**config.mk**
```make
export PLATFORM = sky130hd
export DESIGN_NAME = iuc_cell
export DESIGN_NICKNAME = d
export VERILOG_FILES = /design/src/hdl/iuc_pkg.sv /design/src/hdl/iuc_cell.sv
export SDC_FILE = /design/constraint.sdc
export NUM_CORES = 1
export LEC_CHECK = 0
export ABC_AREA = 1
export BUFFER_PORTS_ARGS = -buffer_cell sky130_fd_sc_hd__buf_4
export CORE_MARGIN = 10
export CORE_UTILIZATION = 55
export DETAILED_ROUTE_END_ITERATION = 16
export PLACE_DENSITY = 0.83
export SKIP_LAST_GASP = 1
export SYNTH_ARGS = -nofsm -noshare
export SYNTH_HDL_FRONTEND = slang
export SYNTH_SLANG_ARGS = --single-unit
```
**constraint.sdc**
```tcl
create_clock -name clk -period 15.5 [get_ports clk]
set_input_delay 1.55 -clock clk [delete_from_list [all_inputs] [get_ports clk]]
set_output_delay 1.55 -clock clk [all_outputs]
set_load 0.1 [all_outputs]
```
**src/hdl/iuc_pkg.sv**
```systemverilog
// Shared types and codes for the interval union coverage block.
// No dependencies; imported by iuc_cell and interval_union_coverage.
package iuc_pkg;

  // result status codes
  localparam logic [1:0] STATUS_OK   = 2'd0;
  localparam logic [1:0] STATUS_FULL = 2'd1;
  localparam logic [1:0] STATUS_BAD  = 2'd2;

  // control flags of the token that sweeps down the cell row
  typedef struct packed {
    logic valid;  // token present at this cell boundary
    logic found;  // a free slot has been seen upstream
  } tok_ctl_t;

endpackage

```
**src/hdl/iuc_cell.sv**
```systemverilog
// One table slot of the coverage row: holds a stored range and folds it into
// the passing sweep token. Depends on iuc_pkg.
module iuc_cell #(
  parameter int PW  = 32,
  parameter int IW  = 6,
  parameter int CW  = 7,
  parameter int IDX = 0
) (
  input  logic              clk,
  input  logic              rst,
  input  logic [PW-1:0]     req_lo,
  input  logic [PW-1:0]     req_hi,
  input  iuc_pkg::tok_ctl_t in_ctl,
  input  logic [PW-1:0]     in_lo,
  input  logic [PW-1:0]     in_hi,
  input  logic [PW-1:0]     in_sub,
  input  logic [CW-1:0]     in_hits,
  input  logic [IW-1:0]     in_idx,
  output iuc_pkg::tok_ctl_t out_ctl,
  output logic [PW-1:0]     out_lo,
  output logic [PW-1:0]     out_hi,
  output logic [PW-1:0]     out_sub,
  output logic [CW-1:0]     out_hits,
  output logic [IW-1:0]     out_idx,
  input  logic              wr_en,
  input  logic [IW-1:0]     wr_idx,
  input  logic [PW-1:0]     wr_lo,
  input  logic [PW-1:0]     wr_hi,
  output logic              occupied
);
  import iuc_pkg::*;

  logic          used;
  logic [PW-1:0] s;
  logic [PW-1:0] e;
  logic [PW:0]   hi_p1;
  logic [PW:0]   e_p1;
  logic          hit;
  logic          free_here;
  logic [PW-1:0] len;

  assign hi_p1     = {1'b0, req_hi} + {{PW{1'b0}}, 1'b1};
  assign e_p1      = {1'b0, e} + {{PW{1'b0}}, 1'b1};
  // overlap or adjacency with the request
  assign hit       = in_ctl.valid && used && ({1'b0, s} <= hi_p1) && ({1'b0, req_lo} <= e_p1);
  assign free_here = !used || hit;
  assign len       = e - s + {{(PW-1){1'b0}}, 1'b1};
  assign occupied  = used;

  always_ff @(posedge clk) begin
    if (rst) begin
      used <= 1'b0;
    end else if (hit) begin
      used <= 1'b0;
    end else if (wr_en && wr_idx == IW'(IDX)) begin
      used <= 1'b1;
    end
  end

  always_ff @(posedge clk) begin
    if (wr_en && wr_idx == IW'(IDX)) begin
      s <= wr_lo;
      e <= wr_hi;
    end
  end

  always_ff @(posedge clk) begin
    if (rst) begin
      out_ctl <= '0;
    end else begin
      out_ctl.valid <= in_ctl.valid;
      out_ctl.found <= in_ctl.found || (in_ctl.valid && free_here);
    end
  end

  always_ff @(posedge clk) begin
    out_lo   <= (hit && s < in_lo) ? s : in_lo;
    out_hi   <= (hit && e > in_hi) ? e : in_hi;
    out_sub  <= hit ? in_sub + len : in_sub;
    out_hits <= hit ? in_hits + {{(CW-1){1'b0}}, 1'b1} : in_hits;
    out_idx  <= (!in_ctl.found && free_here) ? IW'(IDX) : in_idx;
  end

endmodule

```
==> results.yml, run 1 <==
routing:
  dr.pass1.iters: 5
  final_antenna_net_count: 0
  via_per_inst: 5.302
  drt_iter0_drc: 1097
  drc: 0
  via_count: 12870
  routedWlPerCell_um: 18.25
  routed_wirelength_mm: 44.30
sta:
  report.final.setup_viol: 0
  period_minus_slack_ns: 5.660
  rsz0062_at_grt: "no"
  timing.setup.tns_ns: 0
  slew_headroom_pct: 33.88
  worstMarginPinSlew_ns: 0.9918
  min_period_over_period_pct: 36.52
  drv_slew: 0
  skew_ns: 0.01806
  max_clock_freq_ghz: 0.1767
  hold_violations: 0
  fin_ws_ns: 9.840
worst_setup_path:
  slowest_stage: "buf_4"
  cp_max_fo: 56
  path_buf_inv: 5
  max_stage_delay_ns: 0.65
  crit_top_cell: "nand2_1"
  crit_arrival_ns: 6.03
  crit_family: "simple AND/OR/NAND/NOR gates"
  cp-end-kind: "register"
  cp.required_ns: 15.87
  crit_type: "in2reg"
  crit_chain: "buf_4 > nand3_1 > nor2_1 > nand2_1 > nor3_1 > inv_1 > nor3_1 > nand4_1 > xor2_1 > ha_1 > nand2_1 > nor4_1 > nand4_1 > nand2_1 > nand3_2 > buf_4 > inv_2 > buf_4 > nand2_1 > nand2_1"
  startpoint_type: "input pin"
clocking:
  clockRootBuffer: "clkbuf_16"
  postCtsSetupRepairBufs: 0
  cts_tree: "yes"
  cts_resized: 0
  cts_buffers: 17
  clock_sinks: 176
  cts.path.max_buffers: 2
  clk_pin_slew_ns: 0.07
  holdBufCountCts: 0
  htree_num_levels: 4
  clkLatencyLatePin_ns: 0.44
logic_synthesis:
  synthesis.yosys.warnings: 0
  syn-num-nets: 2177
  ys_seq_area_share_pct: 31.62
  avgSynthCellArea_um2: 7.589
  netlist_instances: 1735
  synth_cell_types: 38
  synth-seq-cells: 176
  syn_area_um2: 13170
die:
  die_area_um2: 30530
  ios: 360
  die_h_um: 174.7
  coreArea_um2: 23540
  initial_core_util_pct: 55.93
  rows: 56
  fp.dieW_um: 174.7
run:
  maxCapViolCount: 0
final_layout:
  drive_above_1_share_pct: 19.90
  area_delta_synth_final_pct: 27.50
  final_common_cell: "nand2_1"
  mostFrequentLayoutCells: "nand2_1 (435), buf_4 (366), inv_1 (301)"
  fin_nets: 2535
power:
  p_leak_nw: 8.821
  p_total_mw: 1.326
  power.density_nw_per_um2: 78.98
  ir_drop_v: 0.00006142
grt:
  grt_pass1_vias: 12760
  grt_usage_pct: 27.98
  grt_max_degree: 66
  grt_pass1_wl_mm: 67.97
  grt_antenna_before_repair: 2
  grt_overflow: 0
place:
  post-place-ws_ns: 9.433
  dp_hpwl_mm: 36.52
  gp_congestion: 0.9755
  io_buffers: 359
outcome:
  status: "complete, no violations"
min_path:
  hp-class: "reg2reg"
-- final timing paths --
path,start,end,slack (ns),cells after the start
setup / recovery,req_hi[2],out_hits[4],9.84,20
hold / removal,e[15],out_hi[15],0.56,2
setup reg to reg,e[1],out_hits[4],9.84,25
hold reg to reg,e[15],out_hi[15],0.56,2
-- report_power, final --
part	switching (mW)	internal (mW)
sequential	0.00701	0.495
clock	0.205	0.257
combinational	0.242	0.121
-- stage by stage --
step / area (µm²) / std cells / util [%] / hold slack [ns]
after floorplan: 13170 / 1735 / - / 0.5128
after global placement: 16170 / 2393 / 68.70 / 0.5401
after detailed placement: 16170 / 2393 / 68.70 / 0.5493
after CTS: 16780 / 2425 / 71.29 / 0.5658
after global routing: 16790 / 2427 / 71.31 / 0.5945
final: 16790 / 2427 / 71.31 / 0.5610
-- cell usage after synthesis (all sizes together) --
master	n	area, µm²
dfxtp	112	2242
xnor2	33	289.0
a21oi	107	535.5
nor4	16	106.4
a31oi	5	31.28
fa	31	620.6
inv	304	1141
o21bai	9	67.56
or2	3	18.77
a21boi	1	7.510
o21a	11	82.58
nor3	24	120.1
nor3b	1	7.510
a21o	5	37.54
nor2	104	422.9
a31o	1	8.760
xor2	56	490.5
nand2	437	1645
nand4	32	206.5
clkbuf	6	22.52
buf	21	132.6
ha	163	2039
edfxtp	64	1922
o211ai	1	7.510
nand3b	4	30.03
o21ai	72	360.3
nand3	111	565.5
and3	1	6.260
-- area by class of cell --
cell class | count | area [µm²]
antenna | 2 | 5.005
clock buffer | 21 | 471.7
clock inverter | 11 | 138.9
fill | 1951 | 6754
inverter | 304 | 1141
multi-input combinational | 1228 | 7721
sequential | 176 | 4164
tap | 319 | 399.1
timing repair buffer | 366 | 2748
-- flip-flops by register name, summed over array words and instances (netlist names) --
register,cells
out_ctl,2
s,32
out_idx,6
occupied,1
out_sub,32
out_hi,32
e,32
out_lo,32
out_hits,7
-- cells by family after synthesis --
| logic type | synth area share [%] |
|---|---|
| adders and majority gates | 20.20 |
| buffers and inverters | 9.844 |
| AOI/OAI and AO/OA | 8.647 |
| xor gates and xnor gates | 5.920 |
| DFF | 31.62 |
| and+or+nand+nor | 23.76 |
-- tightest hold or removal path, delay by kind of cell (launching register included) --
| kind | cells | cell delay [ns] |
|---|---|---|
| flip-flops | 1 | 0.39 |
| AND/OR/NAND/NOR | 2 | 0.15 |
-- routing by layer --
layer	share of wire, %	wire length, µm	global-route usage (%)
met1	41	18100	34.11
met2	47	21020	46.91
met3	7.9	3491	5.799
met4	3.8	1680	12.08
met5	0	0	0
(Power assumes the default switching activity.)
==> inputs of run 2 (changes only) <==
--- a/config.mk
+++ b/config.mk
@@ -5,12 +5,12 @@
 export SDC_FILE = /design/constraint.sdc
 export NUM_CORES = 1
 export LEC_CHECK = 0
-export ABC_AREA = 1
+export ABC_AREA = 0
 export BUFFER_PORTS_ARGS = -buffer_cell sky130_fd_sc_hd__buf_4
 export CORE_MARGIN = 10
-export CORE_UTILIZATION = 55
+export CORE_UTILIZATION = 53
 export DETAILED_ROUTE_END_ITERATION = 16
-export PLACE_DENSITY = 0.83
+export PLACE_DENSITY = 0.82
 export SKIP_LAST_GASP = 1
 export SYNTH_ARGS = -nofsm -noshare
 export SYNTH_HDL_FRONTEND = slang
==> constraint.sdc (replaced) <==
create_clock -name clk -period 5.8 [get_ports clk]
set_input_delay 0.58 -clock clk [delete_from_list [all_inputs] [get_ports clk]]
set_output_delay 0.58 -clock clk [all_outputs]
set_load 0.1 [all_outputs]
==> run 2 against run 1 <==
Effect of this change:
- sequential cell count is the same
- clock skew down 0.0025 ns
- global-route usage down 2.7 points
- hold slack got worse by 0.24 ns
- via count decreased by 18%
- total power rose to 2.5 times the previous value
- first-iteration DRC count is 44% lower
- non-clock buffer count decreased by 2
- synthesized cell count is 27% lower
- synthesized area shrank 7.1%
- routed wire length decreased by 14%
- sequential share of layout area up 1.5 points
- critical path type is now reg2reg
==> results.yml, run 2 <==
sta:
  worstMarginPinSlew_ns: 0.9967
  report.final.setup_viol: 0
  hold_ws_ns: 0.3170
  max_clock_freq_ghz: 0.2031
  rsz0062_at_grt: "no"
  timing.setup.tns_ns: 0
  min_period_over_period_pct: 84.91
  skew_ns: 0.01552
  drv_slew: 0
  period_minus_slack_ns: 4.925
  slew_headroom_pct: 33.55
  hold_violations: 0
logic_synthesis:
  synth_area_leaders: "dfxtp_1 (18%), ha_1 (17%), edfxtp_1 (16%)"
  avgSynthCellArea_um2: 9.712
  synth_edf_count: 64
  ys_seq_area_share_pct: 34.03
  synth.most_common_cell: "inv_1"
  synth.largest_area_cell: "dfxtp_1"
  synth_ff_type: "dfxtp_1"
  syn-num-nets: 1702
  synth_cell_types: 65
  syn_area_um2: 12240
  netlist_instances: 1260
  synthTopCellsByCount: "inv_1 (201), ha_1 (163), dfxtp_1 (112)"
  synth-async-reset-ratio_pct: 0
  synth-seq-cells: 176
  yosysTopAreaCellShare_pct: 18.32
  synthesis.yosys.warnings: 0
min_path:
  min_from: "wr_lo[13]"
  hp-class: "in2reg"
final_layout:
  mostFrequentLayoutCells: "buf_4 (364), inv_1 (201), ha_1 (163)"
  final_util_pct: 69.71
  fillers: 1808
  area_delta_synth_final_pct: 29.37
  fin_nets: 2067
  final_common_cell: "buf_4"
  fin_area_um2: 15830
  drive_above_1_share_pct: 25.89
clocking:
  cts_tree: "yes"
  clk_pin_slew_ns: 0.07
  htree_num_levels: 4
  cts_resized: 0
  postCtsSetupRepairBufs: 0
  cts_buffers: 17
  holdBufCountCts: 0
  clkLatencyLatePin_ns: 0.43
  cts.path.max_buffers: 2
  clockRootBuffer: "clkbuf_16"
  clock_sinks: 176
outcome:
  status: "complete, no violations"
worst_setup_path:
  cp.required_ns: 6.11
  startpoint_type: "register"
  cp-end-kind: "register"
  worst_r2r_startpoint: "e[1]"
  crit_type: "reg2reg"
  startpoint: "e[1]"
  crit_arrival_ns: 5.23
  cp_max_fo: 32
routing:
  routed_wirelength_mm: 38.07
  drc: 0
  dr.pass1.iters: 6
  drt_iter0_drc: 619
  via_count: 10560
  final_antenna_net_count: 0
  via_per_inst: 5.481
  routedWlPerCell_um: 19.76
place:
  place_area_um2: 15240
  gp_congestion: 0.9584
  io_buffers: 359
  dp_hpwl_mm: 32.56
die:
  coreArea_um2: 22710
  rows: 55
  die_h_um: 171.9
  fp.dieW_um: 171.9
  ios: 360
  initial_core_util_pct: 53.88
  die_area_um2: 29570
grt:
  grt_usage_pct: 25.32
  grt_antenna_before_repair: 3
  grt_pass1_wl_mm: 58.28
  grt_max_degree: 66
  grt_overflow: 0
  grt_pass1_vias: 11170
power:
  power.density_nw_per_um2: 213.0
  ir_drop_v: 0.0001427
  p_leak_nw: 7.866
run:
  maxCapViolCount: 0
==> run 2: changes by cell type after synthesis, sizes merged, moves of 24 or more <==
cell   before  now
a21oi     107   64
inv       304  201
and3        1   25
nor2      104   41
nand2     437   62
xor2       56   23
nand3     111   42
mux2        0   37
xnor2      33   70
mux2i       0   36
==> run 2: worst paths after layout <==
check / end / slack, ns / cells past startpoint
worst max-delay path: out_lo[7] / 0.88 / 15
worst min-delay path: s[13] / 0.32 / 1
worst max register to register: out_lo[7] / 0.88 / 15
worst min register to register: occupied / 0.60 / 2
==> run 2: per-layer routing <==
metal / wire (µm) / track usage, %
met1: 15600 / 30.34
met2: 18130 / 42.26
met3: 2937 / 6.088
met4: 1401 / 11.28
met5: 0 / 0
==> run 2: logic make-up after synthesis <==
logic type                 after synthesis  share of synthesized area [%]
and+or+nand+nor                        285                          12.60
AOI/OAI and AO/OA                      220                          11.59
buffers and inverters                  219                          7.045
adders and majority gates              194                          21.74
DFF                                    176                          34.03
xor gates and xnor gates                93                          6.656
muxes                                   73                          6.350
==> run 2: layout make-up <==
| class | count | area, µm² | share of cell area [%] |
|---|---|---|---|
| Timing Repair Buffer | 364 | 2733 | 17.26 |
| Tap cell | 285 | 356.6 | 2.253 |
| Sequential cell | 176 | 4164 | 26.30 |
| Antenna cell | 4 | 10.01 | 0.06323 |
| Clock inverter | 11 | 93.84 | 0.5928 |
| Multi-Input combinational cell | 865 | 7237 | 45.72 |
| Inverter | 201 | 754.5 | 4.766 |
| Clock buffer | 21 | 481.7 | 3.043 |
==> run 2: critical path: stages (launching register included) <==
cell and delay, ns:
edfxtp_1 0.54, ha_1 0.27, nand2_1 0.09, nor4_2 0.50, nand3_1 0.31, nor3_1 0.27
xnor2_1 0.15, ha_1 0.27, a21oi_1 0.15, o21a_1 0.16, o211ai_1 0.08, o21ai_0 0.18
nand4_1 0.28, a32oi_4 0.41, nand4_4 0.59, mux2_1 0.54
==> run 2: per-stage QoR <==
stage	worst slack (ns)	total power [mW]	cells
2_1_floorplan	0.5036	1.960	1260
3_3_place_gp	0.7211	2.244	1891
3_5_place_dp	0.5196	2.262	1891
4_1_cts	0.9200	3.395	1923
5_1_grt	0.4162	3.516	1925
6_report	0.8752	3.372	1927
==> run 2: power breakdown <==
group,total [mW],internal (mW),switching (mW)
Sequential,1.34,1.32,0.0188
Combinational,0.897,0.321,0.576
Clock,1.13,0.610,0.524
Total,3.37,2.25,1.12
